==> src/rtl/mdpm_pkg.sv <==
// ----------------------------------------------------------------------------
// mdpm_pkg
// Shared widths, constants, register map, command types and the
// divide-by-constant tables of the motor drive protection monitor.
// ----------------------------------------------------------------------------
package mdpm_pkg;

   // moving average depth and the write slot that walks it
   localparam int AVG_DEPTH = 10;
   localparam int SLOT_W    = (AVG_DEPTH > 1) ? $clog2(AVG_DEPTH) : 1;

   // field widths
   localparam int ADC_W    = 10;
   localparam int PWM_W    = 14;
   localparam int MA_W     = 11;
   localparam int AC_W     = 9;
   localparam int SUM_W    = 14;
   localparam int LIMIT_W  = 12;
   localparam int VLIM_W   = 9;
   localparam int TRIP_W   = 8;
   localparam int CSR_DW   = 32;
   localparam int CSR_AW   = 5;

   // intermediate widths of the scaling chain
   localparam int AVG_W    = 11;
   localparam int MV_W     = 13;
   localparam int CAP_W    = 10;

   // scaling constants
   localparam int VREF_MV        = 5000;
   localparam int ADC_FULL       = 1023;
   localparam int SHUNT_SCALE    = 10;
   localparam int SHUNT_DIV      = 28;
   localparam int DIVIDER_FACTOR = 91;
   localparam int MV_PER_V       = 1000;
   localparam int RMS_SCALE      = 1000;
   localparam int RMS_FACTOR     = 1414;
   localparam int PWM_TOP        = 20000;
   localparam int DUTY_SCALE     = PWM_TOP / 2;
   localparam int RUN_MAX        = 255;

   // register reset values
   localparam int CURRENT_LIMIT_RST = 2000;
   localparam int OV_LIMIT_RST      = 270;
   localparam int UV_LIMIT_RST      = 120;
   localparam int TRIP_COUNT_RST    = 10;
   localparam int DEADBAND_RST      = 25;

   // shared scale-and-divide pipeline: q = (a * k) / d, exact for a * k < 2**X_W
   localparam int OPND_W = 14;
   localparam int K_W    = 14;
   localparam int X_W    = 24;
   localparam int M_W    = 25;
   localparam int P_W    = X_W + M_W;
   localparam int Q_W    = 14;
   localparam int SH_W   = 6;

   localparam int S_AVG  = X_W + $clog2(AVG_DEPTH);
   localparam int S_ADC  = X_W + $clog2(ADC_FULL);
   localparam int S_SHNT = X_W + $clog2(SHUNT_DIV);
   localparam int S_MV   = X_W + $clog2(MV_PER_V);
   localparam int S_RMS  = X_W + $clog2(RMS_FACTOR);

   localparam logic [M_W-1:0] M_AVG  =
      M_W'(((64'd1 << S_AVG) + 64'(AVG_DEPTH) - 64'd1) / 64'(AVG_DEPTH));
   localparam logic [M_W-1:0] M_ADC  =
      M_W'(((64'd1 << S_ADC) + 64'(ADC_FULL) - 64'd1) / 64'(ADC_FULL));
   localparam logic [M_W-1:0] M_SHNT =
      M_W'(((64'd1 << S_SHNT) + 64'(SHUNT_DIV) - 64'd1) / 64'(SHUNT_DIV));
   localparam logic [M_W-1:0] M_MV   =
      M_W'(((64'd1 << S_MV) + 64'(MV_PER_V) - 64'd1) / 64'(MV_PER_V));
   localparam logic [M_W-1:0] M_RMS  =
      M_W'(((64'd1 << S_RMS) + 64'(RMS_FACTOR) - 64'd1) / 64'(RMS_FACTOR));

   // register map
   typedef enum logic [2:0] {
      CSR_CURRENT_LIMIT = 3'd0,
      CSR_OV_LIMIT      = 3'd1,
      CSR_UV_LIMIT      = 3'd2,
      CSR_CURRENT_TRIP  = 3'd3,
      CSR_VOLTAGE_TRIP  = 3'd4,
      CSR_POT_DEADBAND  = 3'd5
   } csr_idx_type;

   typedef struct packed {
      logic [LIMIT_W-1:0] current_limit_ma;
      logic [VLIM_W-1:0]  overvoltage_limit;
      logic [VLIM_W-1:0]  undervoltage_limit;
      logic [TRIP_W-1:0]  current_trip_count;
      logic [TRIP_W-1:0]  voltage_trip_count;
      logic [ADC_W-1:0]   pot_deadband;
   } cfg_type;

   // scaling steps: c = current chain, v = voltage chain, d = duty
   typedef enum logic [2:0] {
      STEP_C0 = 3'd0,   // current sum / depth
      STEP_V0 = 3'd1,   // voltage sum / depth
      STEP_D0 = 3'd2,   // pot * 10000 / 1023
      STEP_C1 = 3'd3,   // avg * 5000 / 1023 -> mV
      STEP_V1 = 3'd4,   // avg * 5000 / 1023 -> dc mV
      STEP_C2 = 3'd5,   // mV * 10 / 28 -> mA
      STEP_V2 = 3'd6,   // dc * 91 / 1000
      STEP_V3 = 3'd7    // cap * 1000 / 1414 -> ac volts
   } step_type;

   typedef struct packed {
      logic     load;
      logic     push;
      logic     issue;
      step_type step;
      logic     finish;
   } dp_cmd_type;

   function automatic logic [K_W-1:0] step_scale(input step_type step);
      logic [K_W-1:0] k;
      unique case (step) inside
         STEP_C0, STEP_V0: k = K_W'(1);
         STEP_D0:          k = K_W'(DUTY_SCALE);
         STEP_C1, STEP_V1: k = K_W'(VREF_MV);
         STEP_C2:          k = K_W'(SHUNT_SCALE);
         STEP_V2:          k = K_W'(DIVIDER_FACTOR);
         STEP_V3:          k = K_W'(RMS_SCALE);
         default:          k = K_W'(1);
      endcase
      return k;
   endfunction

   function automatic logic [M_W-1:0] step_magic(input step_type step);
      logic [M_W-1:0] m;
      unique case (step) inside
         STEP_C0, STEP_V0:          m = M_AVG;
         STEP_D0, STEP_C1, STEP_V1: m = M_ADC;
         STEP_C2:                   m = M_SHNT;
         STEP_V2:                   m = M_MV;
         STEP_V3:                   m = M_RMS;
         default:                   m = M_AVG;
      endcase
      return m;
   endfunction

   function automatic logic [SH_W-1:0] step_shift(input step_type step);
      logic [SH_W-1:0] s;
      unique case (step) inside
         STEP_C0, STEP_V0:          s = SH_W'(S_AVG);
         STEP_D0, STEP_C1, STEP_V1: s = SH_W'(S_ADC);
         STEP_C2:                   s = SH_W'(S_SHNT);
         STEP_V2:                   s = SH_W'(S_MV);
         STEP_V3:                   s = SH_W'(S_RMS);
         default:                   s = SH_W'(S_AVG);
      endcase
      return s;
   endfunction

endpackage

==> src/rtl/mdpm_csr.sv <==
// ----------------------------------------------------------------------------
// mdpm_csr
// Configuration registers behind a simple apb-style port, no wait states.
// ----------------------------------------------------------------------------
module mdpm_csr import mdpm_pkg::*; (
   input  logic              clock,
   input  logic              reset,
   input  logic              psel,
   input  logic              penable,
   input  logic              pwrite,
   input  logic [CSR_AW-1:0] paddr,
   input  logic [CSR_DW-1:0] pwdata,
   output logic [CSR_DW-1:0] prdata,
   output logic              pready,
   output cfg_type           cfg
);

   cfg_type     cfg_ff;
   logic        wr_en;
   csr_idx_type idx;

   assign pready = 1'b1;
   assign wr_en  = psel && penable && pwrite;
   assign idx    = csr_idx_type'(paddr[CSR_AW-1:2]);
   assign cfg    = cfg_ff;

   always_ff @(posedge clock) begin
      if (reset) begin
         cfg_ff.current_limit_ma   <= LIMIT_W'(CURRENT_LIMIT_RST);
         cfg_ff.overvoltage_limit  <= VLIM_W'(OV_LIMIT_RST);
         cfg_ff.undervoltage_limit <= VLIM_W'(UV_LIMIT_RST);
         cfg_ff.current_trip_count <= TRIP_W'(TRIP_COUNT_RST);
         cfg_ff.voltage_trip_count <= TRIP_W'(TRIP_COUNT_RST);
         cfg_ff.pot_deadband       <= ADC_W'(DEADBAND_RST);
      end else if (wr_en) begin
         unique case (idx)
            CSR_CURRENT_LIMIT: cfg_ff.current_limit_ma   <= pwdata[LIMIT_W-1:0];
            CSR_OV_LIMIT:      cfg_ff.overvoltage_limit  <= pwdata[VLIM_W-1:0];
            CSR_UV_LIMIT:      cfg_ff.undervoltage_limit <= pwdata[VLIM_W-1:0];
            CSR_CURRENT_TRIP:  cfg_ff.current_trip_count <= pwdata[TRIP_W-1:0];
            CSR_VOLTAGE_TRIP:  cfg_ff.voltage_trip_count <= pwdata[TRIP_W-1:0];
            CSR_POT_DEADBAND:  cfg_ff.pot_deadband       <= pwdata[ADC_W-1:0];
            default: begin
            end
         endcase
      end
   end

   always_comb begin
      unique case (idx)
         CSR_CURRENT_LIMIT: prdata = CSR_DW'(cfg_ff.current_limit_ma);
         CSR_OV_LIMIT:      prdata = CSR_DW'(cfg_ff.overvoltage_limit);
         CSR_UV_LIMIT:      prdata = CSR_DW'(cfg_ff.undervoltage_limit);
         CSR_CURRENT_TRIP:  prdata = CSR_DW'(cfg_ff.current_trip_count);
         CSR_VOLTAGE_TRIP:  prdata = CSR_DW'(cfg_ff.voltage_trip_count);
         CSR_POT_DEADBAND:  prdata = CSR_DW'(cfg_ff.pot_deadband);
         default:           prdata = '0;
      endcase
   end

endmodule

==> src/rtl/mdpm_ctrl.sv <==
// ----------------------------------------------------------------------------
// mdpm_ctrl
// Sequencer: takes a word, runs the window update and then issues the
// scaling steps to the shared divide pipeline in dependency order.
// ----------------------------------------------------------------------------
module mdpm_ctrl import mdpm_pkg::*; (
   input  logic       clock,
   input  logic       reset,
   input  logic       req_valid,
   output logic       req_ready,
   output logic       rsp_valid,
   input  logic       rsp_ready,
   output dp_cmd_type cmd
);

   typedef enum logic [15:0] {
      ST_IDLE   = 16'h0001,
      ST_PUSH   = 16'h0002,
      ST_C0     = 16'h0004,
      ST_V0     = 16'h0008,
      ST_D0     = 16'h0010,
      ST_C1     = 16'h0020,
      ST_V1     = 16'h0040,
      ST_GAP1   = 16'h0080,
      ST_C2     = 16'h0100,
      ST_V2     = 16'h0200,
      ST_GAP2   = 16'h0400,
      ST_GAP3   = 16'h0800,
      ST_V3     = 16'h1000,
      ST_DRAIN1 = 16'h2000,
      ST_DRAIN2 = 16'h4000,
      ST_DONE   = 16'h8000
   } state_type;

   state_type state_ff, state_in;
   logic      rsp_valid_ff, rsp_valid_in;

   assign req_ready = (state_ff == ST_IDLE);
   assign rsp_valid = rsp_valid_ff;

   // a step's result is written back after the x and p pipeline registers; dependents wait for it
   always_comb begin
      cmd        = '0;
      cmd.step   = STEP_C0;
      cmd.load   = req_valid && (state_ff == ST_IDLE);
      state_in   = state_ff;
      unique case (state_ff)
         ST_IDLE: begin
            if (req_valid) state_in = ST_PUSH;
         end
         ST_PUSH: begin
            cmd.push = 1'b1;
            state_in = ST_C0;
         end
         ST_C0: begin
            cmd.issue = 1'b1;
            cmd.step  = STEP_C0;
            state_in  = ST_V0;
         end
         ST_V0: begin
            cmd.issue = 1'b1;
            cmd.step  = STEP_V0;
            state_in  = ST_D0;
         end
         ST_D0: begin
            cmd.issue = 1'b1;
            cmd.step  = STEP_D0;
            state_in  = ST_C1;
         end
         ST_C1: begin
            cmd.issue = 1'b1;
            cmd.step  = STEP_C1;
            state_in  = ST_V1;
         end
         ST_V1: begin
            cmd.issue = 1'b1;
            cmd.step  = STEP_V1;
            state_in  = ST_GAP1;
         end
         ST_GAP1: state_in = ST_C2;
         ST_C2: begin
            cmd.issue = 1'b1;
            cmd.step  = STEP_C2;
            state_in  = ST_V2;
         end
         ST_V2: begin
            cmd.issue = 1'b1;
            cmd.step  = STEP_V2;
            state_in  = ST_GAP2;
         end
         ST_GAP2: state_in = ST_GAP3;
         ST_GAP3: state_in = ST_V3;
         ST_V3: begin
            cmd.issue = 1'b1;
            cmd.step  = STEP_V3;
            state_in  = ST_DRAIN1;
         end
         ST_DRAIN1: state_in = ST_DRAIN2;
         ST_DRAIN2: state_in = ST_DONE;
         ST_DONE: begin
            // move into the output register once it is free
            if (!rsp_valid_ff || rsp_ready) begin
               cmd.finish = 1'b1;
               state_in   = ST_IDLE;
            end
         end
         default: state_in = ST_IDLE;
      endcase
   end

   always_comb begin
      rsp_valid_in = rsp_valid_ff;
      if (rsp_ready) rsp_valid_in = 1'b0;
      if (cmd.finish) rsp_valid_in = 1'b1;
   end

   always_ff @(posedge clock) begin
      if (reset) begin
         state_ff     <= ST_IDLE;
         rsp_valid_ff <= 1'b0;
      end else begin
         state_ff     <= state_in;
         rsp_valid_ff <= rsp_valid_in;
      end
   end

endmodule

==> src/rtl/mdpm_datapath.sv <==
// ----------------------------------------------------------------------------
// mdpm_datapath
// Averaging windows, fault qualifiers, hall steering, a shared two-stage
// scale-and-divide pipeline and the result register.
// ----------------------------------------------------------------------------
module mdpm_datapath import mdpm_pkg::*; (
   input  logic             clock,
   input  logic             reset,
   input  dp_cmd_type       cmd,
   input  cfg_type          cfg,
   input  logic [ADC_W-1:0] req_pot_sample,
   input  logic [ADC_W-1:0] req_current_sample,
   input  logic [ADC_W-1:0] req_voltage_sample,
   input  logic             req_hall_a_low,
   input  logic             req_hall_b_low,
   output logic [PWM_W-1:0] rsp_pwm_one_compare,
   output logic [PWM_W-1:0] rsp_pwm_two_compare,
   output logic [PWM_W-1:0] rsp_duty_value,
   output logic             rsp_overcurrent_fault,
   output logic             rsp_voltage_fault,
   output logic [MA_W-1:0]  rsp_current_milliamps,
   output logic [AC_W-1:0]  rsp_ac_volts
);

   // captured word
   logic [ADC_W-1:0]  pot_ff, pot_in;
   logic [ADC_W-1:0]  cur_ff, vol_ff;
   logic              hall_a_ff, hall_b_ff;

   // averaging windows
   logic [ADC_W-1:0]  cwin_ff [AVG_DEPTH];
   logic [ADC_W-1:0]  vwin_ff [AVG_DEPTH];
   logic [SUM_W-1:0]  csum_ff, csum_in, vsum_ff, vsum_in;
   logic [SLOT_W-1:0] cslot_ff, cslot_in, vslot_ff, vslot_in;

   // qualifiers and steering
   logic [TRIP_W-1:0] oc_run_ff, oc_run_in, bv_run_ff, bv_run_in;
   logic              oc_ff, oc_in, vb_ff, vb_in;
   logic [PWM_W-1:0]  pwm_one_ff, pwm_one_in, pwm_two_ff, pwm_two_in;
   logic [PWM_W-1:0]  duty_ff;
   logic [MA_W-1:0]   ma_ff;
   logic [AC_W-1:0]   ac_ff;
   logic              v_out;

   // result register
   logic [PWM_W-1:0]  rsp_pwm_one_ff, rsp_pwm_two_ff, rsp_duty_ff;
   logic              rsp_oc_ff, rsp_vb_ff;
   logic [MA_W-1:0]   rsp_ma_ff;
   logic [AC_W-1:0]   rsp_ac_ff;

   // scaling chain intermediates
   logic [AVG_W-1:0]  avg_c_ff, avg_v_ff;
   logic [MV_W-1:0]   mv_ff, dc_ff;
   logic [CAP_W-1:0]  cap_ff;

   // divide pipeline
   logic [OPND_W-1:0]       opnd;
   logic [OPND_W+K_W-1:0]   scaled;
   logic [X_W-1:0]          x_ff;
   logic [P_W-1:0]          p_ff;
   logic [Q_W-1:0]          q;
   logic                    s1_valid_ff, s2_valid_ff;
   step_type                s1_step_ff, s2_step_ff;

   assign rsp_pwm_one_compare   = rsp_pwm_one_ff;
   assign rsp_pwm_two_compare   = rsp_pwm_two_ff;
   assign rsp_duty_value        = rsp_duty_ff;
   assign rsp_overcurrent_fault = rsp_oc_ff;
   assign rsp_voltage_fault     = rsp_vb_ff;
   assign rsp_current_milliamps = rsp_ma_ff;
   assign rsp_ac_volts          = rsp_ac_ff;

   // ---------------------------------------------------------------- push
   always_comb begin
      pot_in = pot_ff;
      if (pot_ff <= cfg.pot_deadband) pot_in = '0;

      csum_in  = csum_ff - SUM_W'(cwin_ff[cslot_ff]) + SUM_W'(cur_ff);
      vsum_in  = vsum_ff - SUM_W'(vwin_ff[vslot_ff]) + SUM_W'(vol_ff);
      cslot_in = (cslot_ff == SLOT_W'(AVG_DEPTH - 1)) ? '0 : cslot_ff + 1'b1;
      vslot_in = (vslot_ff == SLOT_W'(AVG_DEPTH - 1)) ? '0 : vslot_ff + 1'b1;

      // hall a wins when both lines are low; neither low holds both
      pwm_one_in = pwm_one_ff;
      pwm_two_in = pwm_two_ff;
      if (hall_a_ff) begin
         pwm_one_in = duty_ff;
         pwm_two_in = '0;
      end else if (hall_b_ff) begin
         pwm_two_in = duty_ff;
         pwm_one_in = '0;
      end

      // deadband clears the latch before this check
      oc_in     = oc_ff && !(pot_ff <= cfg.pot_deadband);
      oc_run_in = oc_run_ff;
      if (LIMIT_W'(ma_ff) > cfg.current_limit_ma) begin
         if (oc_run_ff != TRIP_W'(RUN_MAX)) oc_run_in = oc_run_ff + 1'b1;
         if (oc_run_in >= cfg.current_trip_count) oc_in = 1'b1;
      end else if (LIMIT_W'(ma_ff) < cfg.current_limit_ma) begin
         oc_run_in = '0;
      end

      v_out = (ac_ff > cfg.overvoltage_limit) || (ac_ff < cfg.undervoltage_limit);
      vb_in = vb_ff;
      bv_run_in = bv_run_ff;
      if (v_out) begin
         if (bv_run_ff != TRIP_W'(RUN_MAX)) bv_run_in = bv_run_ff + 1'b1;
         if (bv_run_in >= cfg.voltage_trip_count) vb_in = 1'b1;
      end else begin
         bv_run_in = '0;
         vb_in     = 1'b0;
      end
   end

   // ------------------------------------------------------- divide pipeline
   always_comb begin
      case (cmd.step)
         STEP_C0: opnd = OPND_W'(csum_ff);
         STEP_V0: opnd = OPND_W'(vsum_ff);
         STEP_D0: opnd = OPND_W'(pot_ff);
         STEP_C1: opnd = OPND_W'(avg_c_ff);
         STEP_V1: opnd = OPND_W'(avg_v_ff);
         STEP_C2: opnd = OPND_W'(mv_ff);
         STEP_V2: opnd = OPND_W'(dc_ff);
         STEP_V3: opnd = OPND_W'(cap_ff);
         default: opnd = '0;
      endcase
   end

   assign scaled = (OPND_W + K_W)'(opnd) * (OPND_W + K_W)'(step_scale(cmd.step));
   // reciprocal multiply, the shift is a wiring choice per step
   assign q      = Q_W'(p_ff >> step_shift(s2_step_ff));

   always_ff @(posedge clock) begin
      s1_step_ff <= cmd.step;
      s2_step_ff <= s1_step_ff;
      x_ff       <= X_W'(scaled);
      p_ff       <= P_W'(x_ff) * P_W'(step_magic(s1_step_ff));
   end

   // ---------------------------------------------------- payload registers
   always_ff @(posedge clock) begin
      if (cmd.load) begin
         pot_ff    <= req_pot_sample;
         cur_ff    <= req_current_sample;
         vol_ff    <= req_voltage_sample;
         hall_a_ff <= req_hall_a_low;
         hall_b_ff <= req_hall_b_low;
      end else if (cmd.push) begin
         pot_ff <= pot_in;
      end
      if (s2_valid_ff) begin
         case (s2_step_ff)
            STEP_C0: avg_c_ff <= q[AVG_W-1:0];
            STEP_V0: avg_v_ff <= q[AVG_W-1:0];
            STEP_C1: mv_ff    <= q[MV_W-1:0];
            STEP_V1: dc_ff    <= q[MV_W-1:0];
            STEP_V2: cap_ff   <= q[CAP_W-1:0];
            default: begin
            end
         endcase
      end
      if (cmd.finish) begin
         rsp_pwm_one_ff <= pwm_one_ff;
         rsp_pwm_two_ff <= pwm_two_ff;
         rsp_duty_ff    <= duty_ff;
         rsp_oc_ff      <= oc_ff;
         rsp_vb_ff      <= vb_ff;
         rsp_ma_ff      <= ma_ff;
         rsp_ac_ff      <= ac_ff;
      end
   end

   // ------------------------------------------------------------ state
   always_ff @(posedge clock) begin
      if (reset) begin
         for (int i = 0; i < AVG_DEPTH; i++) begin
            cwin_ff[i] <= '0;
            vwin_ff[i] <= '0;
         end
         csum_ff     <= '0;
         vsum_ff     <= '0;
         cslot_ff    <= '0;
         vslot_ff    <= '0;
         oc_run_ff   <= '0;
         bv_run_ff   <= '0;
         oc_ff       <= 1'b0;
         vb_ff       <= 1'b0;
         pwm_one_ff  <= '0;
         pwm_two_ff  <= '0;
         duty_ff     <= '0;
         ma_ff       <= '0;
         ac_ff       <= '0;
         s1_valid_ff <= 1'b0;
         s2_valid_ff <= 1'b0;
      end else begin
         s1_valid_ff <= cmd.issue;
         s2_valid_ff <= s1_valid_ff;
         if (cmd.push) begin
            cwin_ff[cslot_ff] <= cur_ff;
            vwin_ff[vslot_ff] <= vol_ff;
            csum_ff    <= csum_in;
            vsum_ff    <= vsum_in;
            cslot_ff   <= cslot_in;
            vslot_ff   <= vslot_in;
            oc_run_ff  <= oc_run_in;
            bv_run_ff  <= bv_run_in;
            oc_ff      <= oc_in;
            vb_ff      <= vb_in;
            pwm_one_ff <= pwm_one_in;
            pwm_two_ff <= pwm_two_in;
         end
         if (s2_valid_ff) begin
            case (s2_step_ff)
               STEP_D0: duty_ff <= (oc_ff || vb_ff) ? '0 : q[PWM_W-1:0];
               STEP_C2: ma_ff   <= q[MA_W-1:0];
               STEP_V3: ac_ff   <= q[AC_W-1:0];
               default: begin
               end
            endcase
         end
      end
   end

endmodule

==> src/rtl/motor_drive_protection_monitor.sv <==
// ----------------------------------------------------------------------------
// motor_drive_protection_monitor
// Hall steered pwm duty with moving-average overcurrent and voltage trips.
// ----------------------------------------------------------------------------
// Each word is one adc scan plus two hall lines and gives one result word.
// The block takes a word only while idle, once the result of the last word
// has moved into the output register; the next word is taken while that
// result waits in the output register. The pace is set by the single
// shared scale-and-divide pipeline (x and p registers from issue to write
// back) and the four dependent steps that turn the voltage sum into ac volts.
// The averaging windows are flip-flops cleared directly by reset.
module motor_drive_protection_monitor import mdpm_pkg::*; (
   input  logic              clock,
   input  logic              reset,
   input  logic              req_valid,
   output logic              req_ready,
   input  logic [ADC_W-1:0]  req_pot_sample,
   input  logic [ADC_W-1:0]  req_current_sample,
   input  logic [ADC_W-1:0]  req_voltage_sample,
   input  logic              req_hall_a_low,
   input  logic              req_hall_b_low,
   output logic              rsp_valid,
   input  logic              rsp_ready,
   output logic [PWM_W-1:0]  rsp_pwm_one_compare,
   output logic [PWM_W-1:0]  rsp_pwm_two_compare,
   output logic [PWM_W-1:0]  rsp_duty_value,
   output logic              rsp_overcurrent_fault,
   output logic              rsp_voltage_fault,
   output logic [MA_W-1:0]   rsp_current_milliamps,
   output logic [AC_W-1:0]   rsp_ac_volts,
   input  logic              psel,
   input  logic              penable,
   input  logic              pwrite,
   input  logic [CSR_AW-1:0] paddr,
   input  logic [CSR_DW-1:0] pwdata,
   output logic [CSR_DW-1:0] prdata,
   output logic              pready
);

   cfg_type    cfg;
   dp_cmd_type cmd;

   mdpm_csr u_csr (
      .clock   (clock),
      .reset   (reset),
      .psel    (psel),
      .penable (penable),
      .pwrite  (pwrite),
      .paddr   (paddr),
      .pwdata  (pwdata),
      .prdata  (prdata),
      .pready  (pready),
      .cfg     (cfg)
   );

   mdpm_ctrl u_ctrl (
      .clock     (clock),
      .reset     (reset),
      .req_valid (req_valid),
      .req_ready (req_ready),
      .rsp_valid (rsp_valid),
      .rsp_ready (rsp_ready),
      .cmd       (cmd)
   );

   mdpm_datapath u_datapath (
      .clock                 (clock),
      .reset                 (reset),
      .cmd                   (cmd),
      .cfg                   (cfg),
      .req_pot_sample        (req_pot_sample),
      .req_current_sample    (req_current_sample),
      .req_voltage_sample    (req_voltage_sample),
      .req_hall_a_low        (req_hall_a_low),
      .req_hall_b_low        (req_hall_b_low),
      .rsp_pwm_one_compare   (rsp_pwm_one_compare),
      .rsp_pwm_two_compare   (rsp_pwm_two_compare),
      .rsp_duty_value        (rsp_duty_value),
      .rsp_overcurrent_fault (rsp_overcurrent_fault),
      .rsp_voltage_fault     (rsp_voltage_fault),
      .rsp_current_milliamps (rsp_current_milliamps),
      .rsp_ac_volts          (rsp_ac_volts)
   );

   // any active fault forces zero duty
   a_fault_zero_duty: assert property (@(posedge clock) disable iff (reset)
      rsp_valid && (rsp_overcurrent_fault || rsp_voltage_fault) |->
         rsp_duty_value == '0)
      else $error("duty nonzero with a fault active");

   // steering never drives both channels at once
   a_one_channel: assert property (@(posedge clock) disable iff (reset)
      rsp_valid |-> (rsp_pwm_one_compare == '0) || (rsp_pwm_two_compare == '0))
      else $error("both pwm channels driven");

   // duty stays within half of the pwm period
   a_duty_range: assert property (@(posedge clock) disable iff (reset)
      rsp_valid |-> rsp_duty_value <= PWM_W'(DUTY_SCALE))
      else $error("duty above full scale");

   // a taken word is never offered before the scaling chain has run
   a_no_early_rsp: assert property (@(posedge clock) disable iff (reset)
      req_valid && req_ready && !rsp_valid |=> !rsp_valid)
      else $error("result offered right after a word was taken");

endmodule
==> config.mk <==
export PLATFORM = sky130hd
export DESIGN_NAME = motor_drive_protection_monitor
export DESIGN_NICKNAME = d
export VERILOG_FILES = /design/src/rtl/mdpm_pkg.sv /design/src/rtl/mdpm_csr.sv /design/src/rtl/mdpm_ctrl.sv /design/src/rtl/mdpm_datapath.sv /design/src/rtl/motor_drive_protection_monitor.sv
export SDC_FILE = /design/constraint.sdc
export NUM_CORES = 2
export LEC_CHECK = 0
export ABC_AREA = 0
export BUFFER_PORTS_ARGS = -buffer_cell sky130_fd_sc_hd__buf_2
export CAP_MARGIN = 20
export CORE_MARGIN = 3
export CORE_UTILIZATION = 40
export DETAILED_ROUTE_END_ITERATION = 8
export GPL_TIMING_DRIVEN = 0
export PLACE_DENSITY = 0.52
export SETUP_SLACK_MARGIN = 0.3
export SLEW_MARGIN = 5
export SYNTH_ARGS = -nofsm -noshare
export SYNTH_HDL_FRONTEND = slang
export SYNTH_SLANG_ARGS = --single-unit
==> constraint.sdc <==
create_clock -name clock -period 8.2 [get_ports clock]
set_clock_uncertainty 0.05 [all_clocks]
set_input_delay 1.64 -clock clock [delete_from_list [all_inputs] [get_ports clock]]
set_output_delay 1.64 -clock clock [all_outputs]
set_load 0.05 [all_outputs]
==> metrics.txt <==
pin count of the biggest net entering global routing=31; Synth area leader=edfxtp_1; Synth top area share=0.264; Placed Instance Area=0.0572 mm2; worst-margin pin slew=1140 ps; Setup crit start kind=flop; CP Class=flop to flop; final setup vio count=0; placed cell count=6922; Rel. slew slack=0.242; initial antenna violation count=2; vias in the first global route=38270; unrepaired setup endpoints after global routing=yes; Seq pwr share=0.180; power consumption=0.0241 W; count of pins over their slew limit=0; final hold vios=0; maximum VDD drop=0.762 mV; Via Count=36644; Crit-path slowest cell=fa_1; power share of the clock group=0.149; highest clock rate=129 MHz; Initial DRT Pass Iterations=6; most frequent CP cell=inv_1; net switching power=0.0111 W; Root Buffer=clkbuf_16; combinational share of power=0.672; GRT Util Overall=0.239; Syn Inst Count=4969; Synth cell types=90; # IOs=175; Detailed Route Iter0 Violations=2769; most common cell in the netlist=inv_1; cts bufs inserted=77; minimum clock period=7750 ps; Sw Ratio=0.461; routed wire length=166000 um; FP Rows=134; P per Cell Area=392 mW/mm2; Async S/R FF share, synth=0; global-route wire length before repair=247000 um; DIE AREA=0.139 mm2; nets=6360; Finished Layout Cells=7128; Int Pwr=0.0130 W; Max FO, Critical Path=8; vias per cell=5.14; area delta synth->final=14.0%; Setup WS pre-CTS=-1850 ps; cell area after layout=0.0615 mm2; remaining antenna violation count=0; final hold slack=323 ps; Yosys Warn Count=0; # clock sinks=724; share of cells above drive strength 1=0.141; die width=373 um; ranking of synthesized cells by area=edfxtp_1 (26%), fa_1 (23%), dfxtp_1 (9.3%); HPWL after DPL=133000 um; Main synth FF type=edfxtp_1; clock slew at reported path FFs=60 ps; DRC Markers=0; Hold Buf Count CTS=0; antenna fix cells=0; fin crit share=0.945; Worst Hold Class=flop to flop; status=finished, final reports clean; gpl congestion=0.963; EDFF count, synth=474; grt total ovfl=0; Critical Path RT=8670 ps; WL/cell=23.2 um; slowest stage delay, CP=550 ps; number of max-cap violations=0; Lkg Pwr=27.9 nW; core area=0.134 mm2; die outline height=373 um; Post-synth top cells=inv_1 (981), fa_1 (610), edfxtp_1 (474); syn avg cell area=10.8 um2; H-tree depth=3; port buffer count=130; flops & latches, synth=724; CP endpoint kind=flop; Starting Density=0.403; CTS tree=done; Seq/Total Area, Yosys=0.357; setup ws final=453 ps; WP data arrival=8210 ps; Post-Syn Area=0.0539 mm2; latest clock arrival within the worst-skew pair=650 ps; CTS Buffer Depth=3
## worst max-delay path: cells and delay by family, from the launching register on
family | cells | cell delay (ps)
buf+inv | 11 | 970
simple gates | 12 | 2140
fa+ha+maj | 7 | 2720
compound gates | 6 | 1170
flops | 1 | 360
xor+xnor | 1 | 200
## power by group through the flow
| stage | Clock, W | Sequential (W) | Combinational, W |
|---|---|---|---|
| detailed placement | 0 | 0.00442 | 0.0156 |
| global placement | 0 | 0.00442 | 0.0156 |
| global route | 0.00380 | 0.00435 | 0.0183 |
| finish | 0.00358 | 0.00434 | 0.0162 |
| CTS | 0.00367 | 0.00434 | 0.0161 |
| floorplan | 0 | 0.00435 | 0.0110 |
## sequential cells by signal, summed over array words and instances (netlist names), 14 cells and up, named ones only
register,cells
u_csr.cfg,56
u_ctrl.state_ff,16
u_datapath.csum_ff,14
u_datapath.cwin_ff,160
u_datapath.duty_ff,14
u_datapath.p_ff,21
u_datapath.pwm_one_ff,14
u_datapath.pwm_two_ff,14
u_datapath.rsp_duty_value,14
u_datapath.rsp_pwm_one_compare,14
u_datapath.rsp_pwm_two_compare,14
u_datapath.vsum_ff,14
u_datapath.vwin_ff,160
u_datapath.x_ff,24
## final cells by class
class                           count  area (um2)
Buffer                            209        1240
Clock buffer                       96        2060
Clock inverter                     43         490
Fill cell                       12620       72200
Inverter                          982        3690
Multi-Input combinational cell   3092       31100
Sequential cell                   724       19300
Tap cell                         1768        2210
Timing Repair Buffer              214        1410
## worst paths after layout
check                                                       from                                to  slack, ps  cells past startpoint
worst min-delay path            u_datapath.s1_step_ff[2]$_DFF_P_  u_datapath.s2_step_ff[2]$_DFF_P_        320                      0
worst max register to register   u_ctrl.state_ff[7]$_SDFFE_PP0P_       u_datapath.x_ff[23]$_DFF_P_        450                     37
worst min register to register  u_datapath.s1_step_ff[2]$_DFF_P_  u_datapath.s2_step_ff[2]$_DFF_P_        320                      0
worst max-delay path             u_ctrl.state_ff[7]$_SDFFE_PP0P_       u_datapath.x_ff[23]$_DFF_P_        450                     37
## logic make-up (layout without fill, tap and decap cells)
group | Yosys count | after routing | synth area share
and+or+nand+nor | 1310 | 1310 | 0.113
buffers and inverters | 1192 | 1544 | 0.0850
adders and majority gates | 984 | 984 | 0.313
DFF | 724 | 724 | 0.357
AOI/OAI and AO/OA | 508 | 508 | 0.0626
muxes | 165 | 165 | 0.0548
xor gates and xnor gates | 84 | 84 | 0.0136
other | 2 | 41 | 0.000139
## layout by cell type, fill, tap and decap left out, types with 22 or more instances in the layout
master / netlist / layout
a211o_1: 22 / 22
a21o_1: 56 / 55
a21oi_1: 174 / 162
and2_1: 129 / 118
and3_1: 60 / 57
buf_2: 17 / 141
buf_4: 21 / 88
buf_6: 1 / 22
clkbuf_1: 153 / 125
clkbuf_16: 0 / 81
conb_1: 2 / 41
dfxtp_1: 250 / 232
edfxtp_1: 474 / 474
fa_1: 610 / 587
fa_2: 0 / 23
ha_1: 374 / 363
inv_1: 981 / 968
mux2i_1: 59 / 53
mux4_2: 104 / 104
nand2_1: 436 / 408
nand2_2: 0 / 24
nand2b_1: 54 / 52
nand3_1: 50 / 48
nor2_1: 388 / 367
nor2b_1: 38 / 35
nor3_1: 54 / 48
o21a_1: 22 / 22
o21ai_0: 73 / 66
xnor2_1: 62 / 60
xor2_1: 22 / 22
## through the flow
stage,setup TNS (ps),utilization
6_report,0,0.460
5_1_grt,0,0.460
4_1_cts,0,0.455
3_5_place_dp,-30540,0.428
3_3_place_gp,-31260,0.426
2_1_floorplan,0,-
## layer usage
metal | share of wire | GRT usage | routed length (um)
met1 | 0.41 | 0.307 | 68200
met2 | 0.50 | 0.415 | 82600
met3 | 0.049 | 0.0250 | 8040
met4 | 0.041 | 0.0912 | 6800
met5 | 0 | 0 | 0
## timing repair
| item | in CTS | in global routing |
|---|---|---|
| gates cloned | 1 | 0 |
| setup endpoints to repair | 29 | 12 |
| buffers inserted | 34 | 32 |
| pin swaps | 33 | 62 |
| gates resized for setup | 222 | 154 |
Note: power is estimated with default switching activity, not from simulation.
